--- src/sv/vra_pkg.sv ---
package vra_pkg;

    localparam int VALUE_W = 32;
    localparam int RANK_W  = 7;

    // One input transaction
    typedef struct packed {
        logic signed [VALUE_W-1:0] value;
        logic                      last_in;
    } t_in;

    // One result transaction
    typedef struct packed {
        logic [RANK_W-1:0] rank;
        logic              last_out;
        logic              overflow;
    } t_out;

    // Probe travelling around the ring of cells
    typedef struct packed {
        logic                      valid;
        logic signed [VALUE_W-1:0] value;
    } t_probe;

    // Control broadcast from the sequencer to every cell
    typedef struct packed {
        logic init;   // load own value as probe, clear count
        logic step;   // compare probe, pass probe to next cell
        logic shift;  // move counts one cell toward the output
    } t_cell_ctrl;

    typedef enum logic [1:0] {
        ST_LOAD,
        ST_RANK,
        ST_EMIT
    } t_state;

endpackage

--- src/sv/vra_cell.sv ---
module vra_cell
    import vra_pkg::*;
#(
    parameter int CNT_W = 7
) (
    input  logic                      i_clk,
    input  t_cell_ctrl                i_ctrl,
    input  logic                      i_wr_en,
    input  logic signed [VALUE_W-1:0] i_wr_value,
    input  logic                      i_probe_valid,
    input  t_probe                    i_probe,
    output t_probe                    o_probe,
    input  logic [CNT_W-1:0]          i_count,
    output logic [CNT_W-1:0]          o_count
);

    logic signed [VALUE_W-1:0] r_value;
    t_probe                    r_probe;
    logic [CNT_W-1:0]          r_cnt;
    logic [CNT_W-1:0]          n_cnt;
    logic                      hit;

    // Count a probe that is not greater than the own value
    assign hit = i_probe.valid && ($signed(i_probe.value) <= $signed(r_value));

    always_comb begin
        n_cnt = r_cnt;
        if (i_ctrl.init) begin
            n_cnt = '0;
        end else if (i_ctrl.step) begin
            if (hit) begin
                n_cnt = r_cnt + CNT_W'(1);
            end
        end else if (i_ctrl.shift) begin
            n_cnt = i_count;
        end
    end

    // Hold own value, rotate probe, update count
    always_ff @(posedge i_clk) begin
        if (i_wr_en) begin
            r_value <= i_wr_value;
        end
        if (i_ctrl.init) begin
            r_probe.valid <= i_probe_valid;
            r_probe.value <= r_value;
        end else if (i_ctrl.step) begin
            r_probe <= i_probe;
        end
        r_cnt <= n_cnt;
    end

    assign o_probe = r_probe;
    assign o_count = r_cnt;

endmodule

--- config.mk ---
export PLATFORM = sky130hd
export DESIGN_NAME = vra_cell
export DESIGN_NICKNAME = d
export VERILOG_FILES = /design/src/sv/vra_pkg.sv /design/src/sv/vra_cell.sv
export SDC_FILE = /design/constraint.sdc
export NUM_CORES = 1
export LEC_CHECK = 0
export BUFFER_PORTS_ARGS = -buffer_cell sky130_fd_sc_hd__buf_2
export CAP_MARGIN = 20
export CORE_ASPECT_RATIO = 0.8
export CORE_UTILIZATION = 57
export CTS_BUF_LIST = sky130_fd_sc_hd__clkbuf_4
export DETAILED_ROUTE_END_ITERATION = 16
export PLACE_DENSITY = 0.88
export SLEW_MARGIN = 0
export SYNTH_ARGS = -nofsm -noshare
export SYNTH_HDL_FRONTEND = slang
export SYNTH_SLANG_ARGS = --single-unit
--- constraint.sdc ---
create_clock -name i_clk -period 3.4 [get_ports i_clk]
set_input_delay 0 -clock i_clk [delete_from_list [all_inputs] [get_ports i_clk]]
set_output_delay 0 -clock i_clk [all_outputs]
set_load 0.05 [all_outputs]
---- After elaboration in Yosys (flattened, before gate mapping) ----
Cells that the tools add are included.
word-level totals
  register bits ........................... 72
  input port bits ......................... 78
  output and inout bits ................... 40
  word-level logic and storage cells ...... 16
operators by class
  $add $sub $neg .......................... 1
  order comparisons ....................... 1
  equal/unequal tests ..................... 1
  muxes and demuxes ....................... 5
  reductions and logical operators ........ 4
operators with widths
  cell                   number
  $mux W33               2
  $le A32 B32 Y1         1
  $mux W7                3
  $add A7 B1 Y7 const B  1
  $reduce_bool A2 Y1     2
  $ne A2 B1 Y1 const B   1
  $reduce_and A2 Y1      1
  $logic_and A1 B1 Y1    1

---- Logic depth before layout (Yosys ltp) ----
Gate-level depths: netlist (run 1).
  word-level depth ........................ 4
  mapped depth ............................ 9
  gate-level depth less buffers ........... 9

---- Worst setup path before layout (run 1) ----
OpenSTA, ideal clock, no wires.
  path kind ............................... reg-to-reg
  start point ............................. register r_value[31]
  end point ............................... register r_cnt[1] (netlist: o_count[1])
  setup time .............................. 0.121 ns
  data arrival time ....................... 2.079 ns
  required time ........................... 3.279 ns
  setup slack ............................. 1.199 ns
  stages on the path, launching flop included .. 9
  buffers on the path ..................... 0
  period minus slack after synthesis ...... 2.201 ns
  path through ............................ edfxtp_1 inv_1 ha_1 nand4_2 nor4_4 nand3_2 a31oi_1 a2bb2oi_4 mux2_4
between the ends
  cells in the longest elaborated chain, start to end .. 4
RTL lines
  element                             line            text
  start, declared                     vra_cell.sv:17  logic signed [VALUE_W-1:0] r_value;
  start signal, assigned              vra_cell.sv:42  r_value <= i_wr_value;
  $le A32 B32 Y1                      vra_cell.sv:24  assign hit = i_probe.valid && ($signed(i_probe.value) <= $signed(r_value));
  $logic_and A1 B1 Y1                 vra_cell.sv:24
  $ne A2 B1 Y1 (no source line)       -
  $reduce_and A2 Y1 (no source line)  -
  end signal, assigned                vra_cell.sv:50  r_cnt <= n_cnt;
  end, declared                       vra_cell.sv:19  logic [CNT_W-1:0] r_cnt;
Every way passes these cells.
A chain may end at the register's enable or synchronous reset.

---- Worst setup path in the final report (run 1) ----
  start point ............................. register r_value[30]
  end point ............................... register r_cnt[1] (netlist: o_count[1])
The elaborated chain is that of the path after synthesis.

==> impl_results.md, run 1 <==
* Rel. slew slack at 42.9%
* Fin crit period at 2.48 ns
* Synthesis warning total at 0
* Register area share after synthesis at 55.5%
* Setup violators final at 0
* Synth cell types at 41
* CTS tree: built
* Share of layout cells above drive strength 1 at 36.0%
* CP Capture Type: flop
* Total Power at 2200 uW
* # rows at 26
* Cts bufs inserted at 9
* Number of global-route vias before repair at 3140
* Peak supply drop at 0.289 mV
* Drt wl/cell at 16.0 microns
* Post-Syn Nets at 407
* Slew @ Worst Pin at 0.857 ns
* Layout area overhead at 40.5%
* IO Pins at 118
* Critical-path top delay cell: nor4_4
* TNS Setup at 0 ns
* Post-synthesis register bit count at 72
* First-pass GRT wire length at 14.3 mm
* Via/cell ratio at 5.27
* Max-slew violations at 0
* Synthesized area per cell at 12.7 sq um
* Worst EP arrival at 2.78 ns
* Post-CTS setup buffers at 0
* Syn Std Cell Area at 0.00377 sq mm
* PD cells at 415 mW/mm^2
* Clock Latency Late Sink at 0.42 ns
* Unrepaired setup endpoints after global routing: false
* Top FF cell, synth: edfxtp_1
* Max-cap viol count at 0
* Post-layout util at 83.1%
* IO Port Bufs at 117
* Period utilisation layout at 72.9%
* Total track usage at 27.5%
* Core area at 0.00638 sq mm
* Critical path required time at 3.70 ns
* Post-Syn Instances at 296
* Largest net degree at the start of global routing at 34
* Die Wd at 93.0 microns
* Longest Clk Path Bufs at 2
* Detail Placement HPWL at 5.82 mm
* Post-DRT Antenna Nets at 0
* Initial Util at 59.2%
* Crit-path max FO at 7
* # fillers at 362
* Die height at 74.8 microns
* Final Hold Vio Count at 0
* Cell count of the worst reg-to-reg path at 8
* Setup crit start kind: flop
* EDFF count, synth at 65
* Crit-path cells: inv_1 > ha_1 > nand4_2 > nor4_4 > nand3_2 > a31oi_1 > a2bb2oi_4 > mux2_4
* Max incr delay on CP at 0.41 ns
* Register area at 0.00209 sq mm
* Hold Path Class: primary input to flop
* GPL Wtd Cong at 0.835
* Lkg Pwr at 0.00238 uW
* Clock Skew at 0.0212 ns
* Grt ovf at 0
* Iteration count of the initial detailed-routing pass at 6
* Wirelength, routed at 9.27 mm
* Clock transition at path regs at 0.13 ns
* WP depth at 8
* Clock root buffer: clkbuf_4
* Crit-path leading delay family: simple AND/OR/NAND/NOR gates
* Multi-input logic area at 0.00153 sq mm
* WP buf/inv at 1
* N_diodes at 0
* Fraction of synthesis flops using an asynchronous set or reset pin at 0%
* Status: complete, no violations
* Hold-critical path depth at 4
* Initial DRC Count at 109
* Worst reg-to-reg setup slack at 0.92 ns
* WS Path Type: flop to flop
* Highest clock rate at 403 MHz
* Hold Slack at 0.0292 ns
* CTS H-tree lvls at 3
* Nets at 601
* Initial antenna violation count at 0
* Vias at 3054
* Post-route DRC at 0
* Die footprint at 0.00695 sq mm
* TritonCTS Sinks at 72
state kept, by name (all words and copies together) (netlist names):
register  count
o_probe      33
r_value      32
o_count       7
worst paths after layout:
path / from / end
max: r_value[30] / o_count[1]
min: i_count[3] / o_count[3]
max reg2reg: r_value[30] / o_count[1]
min reg2reg: o_count[6] / o_count[6]
routing by layer:
layer / up-vias / track usage, % / wire [microns]
met1: 1434 / 31.8 / 3810
met4: 0 / 7.86 / 103
met2: 120 / 52.9 / 4770
met3: 13 / 5.45 / 591
met5: - / 0 / 0
li1: 1487 / - / -
cell usage in the layout (no fill, tap or decap), types with 2 or more instances in the layout:
master,instances
ha_1,33
mux2_2,32
nand3_1,4
clkbuf_4,11
o21a_1,2
clkinv_2,2
nand3_2,2
nand4_1,6
and3_1,2
edfxtp_1,65
nand2b_1,4
o2bb2ai_1,5
inv_1,35
a21oi_1,18
a31oi_1,4
nand3b_1,3
dfxtp_1,7
clkinv_4,2
nor2b_1,3
nand2_1,19
dlygate4sd3_1,71
a22o_1,2
nor2_1,12
buf_2,117
nand4_2,2
o21ai_0,6
nor3_1,5
mux2i_1,3
stage by stage:
| step | setup slack, ns | cells | instance area (sq um) |
|---|---|---|---|
| finish | 0.921 | 579 | 5300 |
| global route | 0.776 | 579 | 5300 |
| CTS | 0.968 | 579 | 5300 |
| detailed placement | 1.01 | 492 | 4450 |
| global placement | 1.09 | 492 | 4450 |
| floorplan | 1.20 | 296 | 3770 |
synth_stat cells (all sizes together) (2+ instances only):
cell	count	area, sq um
nand4	8	62.6
and3	2	12.5
mux2	33	375
inv	35	131
edfxtp	65	1950
mux2i	3	30.0
a31oi	4	25.0
a22o	2	17.5
nand3b	3	22.5
a21oi	18	90.1
nor3	5	25.0
o21ai	6	30.0
clkbuf	5	18.8
nor2b	3	18.8
nor2	12	45.0
nand2	19	71.3
o21a	2	15.0
ha	33	413
o2bb2ai	5	43.8
or2	2	15.0
nand2b	4	25.0
dfxtp	7	140
nand3	6	40.0
layout make-up:
type                       instances  share of cell area [%]
clock buffer                      11                    1.56
clock inverter                     5                    1.09
inverter                          35                    2.48
multi-input combinational        183                    28.8
sequential                        72                    39.5
tap                               84                    1.98
timing repair buffer             189                    24.6
worst register-to-register path, stage by stage (launching register included):
cell	delay (ns)
edfxtp_1	0.39
inv_1	0.06
ha_1	0.31
nand4_2	0.18
nor4_4	0.41
nand3_2	0.12
a31oi_1	0.30
a2bb2oi_4	0.28
mux2_4	0.32
timing repair:
action	CTS	global route
hold buffers	71	0
endpoints found under the hold margin	70	0
setup endpoints to repair	0	0
gates resized for setup	0	0
logic make-up (layout without fill, tap and decap cells):
kind of cell / after synthesis / after routing / synth area share, %
fa+ha+maj: 33 / 33 / 10.9
flops: 72 / 72 / 55.5
buf+inv: 41 / 240 / 4.08
compound gates: 45 / 45 / 8.49
mux: 36 / 36 / 10.7
simple gates: 69 / 69 / 10.3
power breakdown:
part	leakage (uW)	switching, uW	internal [uW]
Clock	0.0000808	299	241
Sequential	0.000707	34.6	1050
Combinational	0.00160	346	223
Note: power is estimated with default switching activity, not from simulation.
==> run 2: changes to the inputs <==
Settings changed: CORE_UTILIZATION 57 to 48, PLACE_DENSITY 0.88 to 0.79.
Clock period 3.4 ns to 2.1 ns, I/O delays scaled along.
==> run 2 against run 1 <==
Against the previous run:
- highest routed layer unchanged
- global-route usage decreased by 3.9 points
- sequential power increased by 61%
- combinational power increased by 76%
- the run now ends with negative setup slack left
- register-to-register slack got worse by 1.1 ns
- clock skew decreased by 0.012 ns
- clock power increased by 59%
==> impl_results.md, run 2 (synthesis results as in run 1) <==
* Grt ovf at 0 (unchanged)
* Post-layout util at 75.1% (was 83.1%)
* WS Path Type: flop to flop (unchanged)
* Highest clock rate at 447 MHz (was 403 MHz)
* Layout area overhead at 49.2% (was 40.5%)
* Worst EP arrival at 2.54 ns (was 2.78 ns)
* IO Pins at 118 (unchanged)
* Met3 WL post-DR at 426 microns (was 591 microns)
* Worst r2r dst: o_count[0] (was o_count[1])
* Peak supply drop at 0.413 mV (was 0.289 mV)
* Met2 wire length at 4.76 mm (was 4.77 mm)
* Finished Cell Area at 0.00563 sq mm (was 0.00530 sq mm)
* Int Pwr at 2490 uW (was 1520 uW)
* Wirelength, routed at 9.18 mm (was 9.27 mm)
* Fin crit period at 2.24 ns (was 2.48 ns)
* Hold Path Class: primary input to flop (unchanged)
* Initial Util at 50.3% (was 59.2%)
* Cts bufs inserted at 9 (unchanged)
* Final WS setup at -0.136 ns (was 0.921 ns)
* Worst reg-to-reg setup slack at -0.14 ns (was 0.92 ns)
* First-pass GRT wire length at 14.6 mm (was 14.3 mm)
* Core area at 0.00750 sq mm (was 0.00638 sq mm)
* TritonCTS Sinks at 72 (unchanged)
* Final Hold Vio Count at 0 (unchanged)
* Clock Latency Late Sink at 0.41 ns (was 0.42 ns)
* Placed cell areas at 0.00458 sq mm (was 0.00445 sq mm)
* Comb pwr share at 27.7% (was 25.9%)
* Crit-path max FO at 4 (was 7)
* Initial DRC Count at 78 (was 109)
* Max reg flops at 33 (unchanged)
* Status: finished with violations (was complete, no violations)
* Number of global-route vias before repair at 3162 (was 3140)
* Critical path required time at 2.41 ns (was 3.70 ns)
* CTS tree: built (unchanged)
* Setup crit start kind: flop (unchanged)
* Initial antenna violation count at 0 (unchanged)
* WL met1 at 3.81 mm (about the same)
* Commonest cells after routing, fill and taps aside: buf_2 (117), dlygate4sd3_1 (72), edfxtp_1 (65) (was buf_2 (117), dlygate4sd3_1 (71), edfxtp_1 (65))
* Switching Power at 1130 uW (was 679 uW)
* Unrepaired setup endpoints after global routing: true (was false)
* Hold Slack at 0.0494 ns (was 0.0292 ns)
* Register share of total power at 48.6% (was 49.6%)
* Clock transition at path regs at 0.12 ns (was 0.13 ns)
* Critical R2R Launch: r_value[8] (was r_value[30])
* Max-cap viol count at 0 (unchanged)
* Rel. slew slack at 46.7% (was 42.9%)
* Cell count of the worst reg-to-reg path at 9 (was 8)
* Max-slew violations at 0 (unchanged)
* Die footprint at 0.00822 sq mm (was 0.00695 sq mm)
* # rows at 28 (was 26)
* IO Port Bufs at 117 (unchanged)
* Commonest non-fill, non-tap cell in the layout: buf_2 (unchanged)
* Longest Clk Path Bufs at 2 (unchanged)
* Detail Placement HPWL at 5.90 mm (was 5.82 mm)
* Period utilisation layout at 106% (was 72.9%)
* Post-DRT Antenna Nets at 0 (unchanged)
* Via/cell ratio at 5.03 (was 5.27)
* Failing checks: negative setup slack
* Vias at 3077 (was 3054)
* Clock root buffer: clkbuf_4 (unchanged)
* Largest net degree at the start of global routing at 33 (was 34)
* Die height at 81.3 microns (was 74.8 microns)
* Nets at 613 (was 601)
* WHS Endpoint: o_count[3] (unchanged)
* Drt wl/cell at 15.0 microns (was 16.0 microns)
* Iteration count of the initial detailed-routing pass at 4 (was 6)
* Setup violators final at 7 (was 0)
* CTS H-tree lvls at 3 (unchanged)
* PD cells at 644 mW/mm^2 (was 415 mW/mm^2)
* Total Power at 3620 uW (was 2200 uW)
* Hold Path Origin: i_count[3] (unchanged)
* CP Capture Type: flop (unchanged)
* Total track usage at 23.6% (was 27.5%)
* Die Wd at 101 microns (was 93.0 microns)
* Lkg Pwr at 0.00245 uW (was 0.00238 uW)
* Max Used Layer: met4 (unchanged)
* Hold-critical path depth at 4 (unchanged)
* Share of layout cells above drive strength 1 at 41.8% (was 36.0%)
* Post-route DRC at 0 (unchanged)
* Clk network pwr share at 23.8% (was 24.6%)
* GPL Wtd Cong at 0.769 (was 0.835)
* Clock Skew at 0.00963 ns (was 0.0212 ns)
* Slew @ Worst Pin at 0.799 ns (was 0.857 ns)
* N_diodes at 0 (unchanged)
* Switching share of total power at 31.3% (was 30.9%)
## run 2: worst max path at each step
stage / start / to / slack [ns] / cells after the start
after floorplan: r_value[26] / o_count[1] / -0.007 / 8
after global placement: r_value[15] / o_count[4] / -0.08 / 9
after detailed placement: r_value[15] / o_count[3] / -0.15 / 9
after CTS: r_value[14] / o_count[0] / -0.10 / 9
after global routing: r_value[8] / o_count[0] / -0.22 / 9
final: r_value[8] / o_count[0] / -0.14 / 9
## run 2: through the flow
step	setup WS (ns)	TNS [ns]	std cells
after floorplan	-0.00672	-0.00672	296
after global placement	-0.0780	-0.364	522
after detailed placement	-0.152	-0.852	522
after CTS	-0.103	-0.499	611
after global routing	-0.217	-1.40	612
final	-0.136	-0.693	612
## run 2: worst max-delay path: stages, from the launching register on
cell       delay, ns
edfxtp_1        0.42
inv_1           0.09
ha_1            0.23
nand4_1         0.21
nor2_1          0.10
o2bb2ai_2       0.13
o32a_4          0.40
or2_4           0.27
nand3_2         0.08
a2bb2o_4        0.21
## run 2: area by class of cell
cell class	instances	area, sq um
Multi-Input combinational cell	183	1740
Fill cell	547	1870
Clock buffer	10	75.1
Sequential cell	72	2090
Tap cell	105	131
Timing Repair Buffer	201	1400
Inverter	35	131
Clock inverter	6	60.1
## run 2: power groups by stage
| stage | Clock, uW | Combinational [uW] | Sequential, uW |
|---|---|---|---|
| after floorplan | 0 | 312 | 2050 |
| after global placement | 0 | 817 | 1780 |
| after detailed placement | 0 | 831 | 1790 |
| after CTS | 883 | 964 | 1760 |
| after global routing | 944 | 1080 | 1770 |
| final | 861 | 1000 | 1760 |
## run 2: timing repair
action / in CTS / in global routing
gates resized for setup: 19 / 10
hold endpoints to repair: 71 / 0
buffers inserted: 1 / 1
pin swaps: 6 / 10
setup endpoints to repair: 7 / 7
hold buffers: 72 / 0
## run 2: layer usage
layer,GRT usage (%),up-vias
met5,0,-
met4,8.84,0
met3,5.68,20
met2,42.4,98
met1,27.5,1446
li1,-,1513
==> run 3: changes to the inputs <==
Settings changed: ABC_AREA set to 1, CORE_MARGIN set to 1.5, CORE_UTILIZATION 48 to 47, PLACE_DENSITY 0.79 to 0.78.
==> run 3 against run 2 <==
Against the previous run:
- the run now ends clean
- flip-flop and latch count unchanged
- largest power group unchanged
- global-route usage down 2.1 points
- cell count increased by 7.7%
- highest routed layer unchanged
- critical endpoint is now o_count[5]
- cell area fell by 3.6%
- worst setup slack improved by 0.24 ns
- register-to-register slack better by 0.24 ns
- non-clock buffer count decreased by 6
- clock-buffer cell count is the same
- die area about the same
- clock skew grew 0.0077 ns
- sequential power about the same
- via count is 3.4% higher
==> impl_results.md, run 3 <==
* IO Pins at 118 (unchanged)
* Die footprint at 0.00823 sq mm (was 0.00822 sq mm)
* Finished Cell Area at 0.00542 sq mm (was 0.00563 sq mm)
* Clock Skew at 0.0173 ns (was 0.00963 ns)
* Fin crit period at 1.99 ns (was 2.24 ns)
* Highest clock rate at 502 MHz (was 447 MHz)
* Die height at 81.4 microns (was 81.3 microns)
* GPL Wtd Cong at 0.794 (was 0.769)
* Comb pwr share at 29.1% (was 27.7%)
* Post-synthesis register bit count at 72 (unchanged)
* Clock transition at path regs at 0.10 ns (was 0.12 ns)
* Worst EP arrival at 2.27 ns (was 2.54 ns)
* Switching share of total power at 32.9% (was 31.3%)
* Fraction of synthesis flops using an asynchronous set or reset pin at 0% (unchanged)
* Detail Placement HPWL at 5.53 mm (was 5.90 mm)
* WS Path Type: flop to flop (unchanged)
* Synthesis warning total at 0 (unchanged)
* Hold-critical path depth at 7 (was 4)
* Placed cell areas at 0.00430 sq mm (was 0.00458 sq mm)
* Grt met3 use at 5.11% (was 5.68%)
* Critical path required time at 2.38 ns (was 2.41 ns)
* Busiest grt layer: met2 (unchanged)
* Cts bufs inserted at 9 (unchanged)
* Period utilisation layout at 94.8% (was 106%)
* Max-cap viol count at 0 (unchanged)
* CTS H-tree lvls at 3 (unchanged)
* Grt ovf at 0 (unchanged)
* Final WS setup at 0.109 ns (was -0.136 ns)
* Setup violators final at 0 (was 7)
* Max reg flops at 33 (unchanged)
* Met2 usage at 42.2% (was 42.4%)
* Post-Syn Instances at 351 (was 296)
* Top FF cell, synth: edfxtp_1 (unchanged)
* Critical R2R Launch: r_value[5] (was r_value[8])
* Post-DRT Antenna Nets at 0 (unchanged)
* Int Pwr at 2320 uW (was 2490 uW)
* CTS tree: built (unchanged)
* Vias at 3181 (was 3077)
* Initial Util at 48.7% (was 50.3%)
* Peak supply drop at 0.356 mV (was 0.413 mV)
* Synth top cells by count: nand2_1 (90), edfxtp_1 (65), inv_1 (45) (was edfxtp_1 (65), inv_1 (35), ha_1 (33))
* Share of layout cells above drive strength 1 at 34.3% (was 41.8%)
* Total track usage at 21.5% (was 23.6%)
* Worst reg-to-reg setup slack at 0.11 ns (was -0.14 ns)
* Cell count of the worst reg-to-reg path at 16 (was 9)
* PD cells at 637 mW/mm^2 (was 644 mW/mm^2)
* CP Capture Type: flop (unchanged)
* Worst r2r dst: o_count[5] (was o_count[0])
* EDFF count, synth at 65 (unchanged)
* Synth cell types at 23 (was 41)
* Ranking of synthesized cells by area: edfxtp_1 (54%), ha_1 (11%), nand2_1 (9.3%) (was edfxtp_1 (52%), ha_1 (11%), mux2_2 (9.6%))
* Lkg Pwr at 0.00251 uW (was 0.00245 uW)
* Syn Std Cell Area at 0.00361 sq mm (was 0.00377 sq mm)
* Met1 GRT Util at 22.6% (was 27.5%)
* Switching Power at 1140 uW (was 1130 uW)
* # rows at 28 (unchanged)
* Max-slew violations at 0 (unchanged)
* Rel. slew slack at 48.4% (was 46.7%)
* Clk network pwr share at 20.2% (was 23.8%)
* TritonCTS Sinks at 72 (unchanged)
* Initial DRC Count at 77 (was 78)
* Setup crit start kind: flop (unchanged)
* Commonest non-fill, non-tap cell in the layout: buf_2 (unchanged)
* Post-Syn Nets at 462 (was 407)
* TNS Setup at 0 ns (was -0.693 ns)
* Core area at 0.00743 sq mm (was 0.00750 sq mm)
* Top cell type's share of synthesized area at 54.0% (was 51.7%)
* Hold Slack at 0.0716 ns (was 0.0494 ns)
* Post-layout util at 73.0% (was 75.1%)
* Multi-input logic area at 0.00156 sq mm (was 0.00174 sq mm)
* Register area at 0.00209 sq mm (unchanged)
* Longest Clk Path Bufs at 2 (unchanged)
* IO Port Bufs at 117 (unchanged)
* First-pass GRT wire length at 13.4 mm (was 14.6 mm)
* Register area share after synthesis at 57.9% (was 55.5%)
* Slew @ Worst Pin at 0.775 ns (was 0.799 ns)
* Final Hold Vio Count at 0 (unchanged)
* Nets at 661 (was 613)
* Clock root buffer: clkbuf_4 (unchanged)
* Via/cell ratio at 4.83 (was 5.03)
* Largest net degree at the start of global routing at 42 (was 33)
* Hold Path Origin: i_count[0] (was i_count[3])
* Hold Path Class: primary input to flop (unchanged)
* WHS Endpoint: o_count[0] (was o_count[3])
* Commonest cells after routing, fill and taps aside: buf_2 (117), nand2_1 (84), dlygate4sd3_1 (75) (was buf_2 (117), dlygate4sd3_1 (72), edfxtp_1 (65))
* Initial antenna violation count at 0 (unchanged)
* Number of global-route vias before repair at 3142 (was 3162)
* # fillers at 531 (was 547)
* Top cell type by total area after synthesis: edfxtp_1 (unchanged)
* Clock Latency Late Sink at 0.39 ns (was 0.41 ns)
* Synthesized area per cell at 10.3 sq um (was 12.7 sq um)
* Wirelength, routed at 9.40 mm (was 9.18 mm)
* Layout area overhead at 50.1% (was 49.2%)
* Die Wd at 101 microns (about the same)
* Post-route DRC at 0 (unchanged)
* Crit-path max FO at 7 (was 4)
* Drt wl/cell at 14.3 microns (was 15.0 microns)
* N_diodes at 0 (unchanged)
* Register share of total power at 50.7% (was 48.6%)
* Unrepaired setup endpoints after global routing: true (unchanged)
* Status: complete, no violations (was finished with violations)
* Dominant cell by count in the synthesized netlist: nand2_1 (was edfxtp_1)
* Iteration count of the initial detailed-routing pass at 4 (unchanged)
* Post-place setup slack at 0.00775 ns (was -0.152 ns)
[run 3: cell count changes in the layout (fill, tap and decap cells not counted), sizes merged, moves of 4 or more]
cell and delta:
a31oi -4, xor2 +4, mux2 -33, nor2 +13
nand2b -4, o21ai +29, inv +12, o2bb2ai -5
nor3 -4, nand2 +77, buf -9, a21oi -4
nand4 -6
[run 3: logic make-up after synthesis]
group / Yosys count / synth area share (%)
XOR/XNOR: 5 / 1.21
AND/OR/NAND/NOR: 128 / 14.2
AO/OA/AOI/OAI: 52 / 7.41
adder cells (fa/ha/maj): 33 / 11.4
multiplexers: 6 / 1.66
buffers and inverters: 55 / 6.20
flip-flops: 72 / 57.9
[run 3: worst max-delay path, stage by stage, from the launching register on]
cell	delay (ns)
edfxtp_1	0.40
inv_2	0.09
ha_4	0.20
a21oi_2	0.12
nor2_1	0.06
nor2_2	0.12
nand2_1	0.06
nand2_1	0.06
nand2_1	0.06
nand2_1	0.08
nand2_1	0.05
nand2_1	0.07
nand3_2	0.10
nand2_4	0.14
nand2_8	0.08
nor2_1	0.15
nor2_2	0.05
[run 3: worst max path at each step]
stage / from / depth (start not counted) / endpoint
2_1_floorplan: r_value[31] / 14 / o_count[0]
3_3_place_gp: r_value[31] / 13 / o_count[1]
3_5_place_dp: r_value[31] / 15 / o_count[2]
4_1_cts: r_value[5] / 17 / o_count[0]
5_1_grt: r_value[23] / 13 / o_count[5]
6_report: r_value[5] / 16 / o_count[5]
[run 3: cell type report]
class	count	area share (%)
Multi-Input combinational cell	225	28.8
Tap cell	105	2.42
Inverter	47	3.30
Clock buffer	10	1.38
Sequential cell	72	38.6
Timing Repair Buffer	195	25.1
Clock inverter	5	0.461
[run 3: routing by layer]
layer,wire (microns),part of all wire (%)
met5,0,0
met4,182,1.9
met3,434,4.6
met2,5140,55
met1,3640,39
[run 3: power by group through the flow]
stage	registers (uW)	clock network, uW	logic (uW)
2_1_floorplan	2030	0	281
3_3_place_gp	1780	0	750
3_5_place_dp	1780	0	775
4_1_cts	1750	729	889
5_1_grt	1760	767	1090
6_report	1750	698	1000
[run 3: through the flow]
| stage | instances | total power, uW |
|---|---|---|
| 2_1_floorplan | 351 | 2310 |
| 3_3_place_gp | 567 | 2530 |
| 3_5_place_dp | 567 | 2550 |
| 4_1_cts | 657 | 3360 |
| 5_1_grt | 659 | 3620 |
| 6_report | 659 | 3450 |
[run 3: what timing repair did]
action,in CTS,in global routing
setup buffers,0,1
gates resized for setup,1,54
endpoints found under the hold margin,71,0
hold buffers,75,0
cloned,0,1
pin swaps,0,12
setup endpoints to repair,6,8
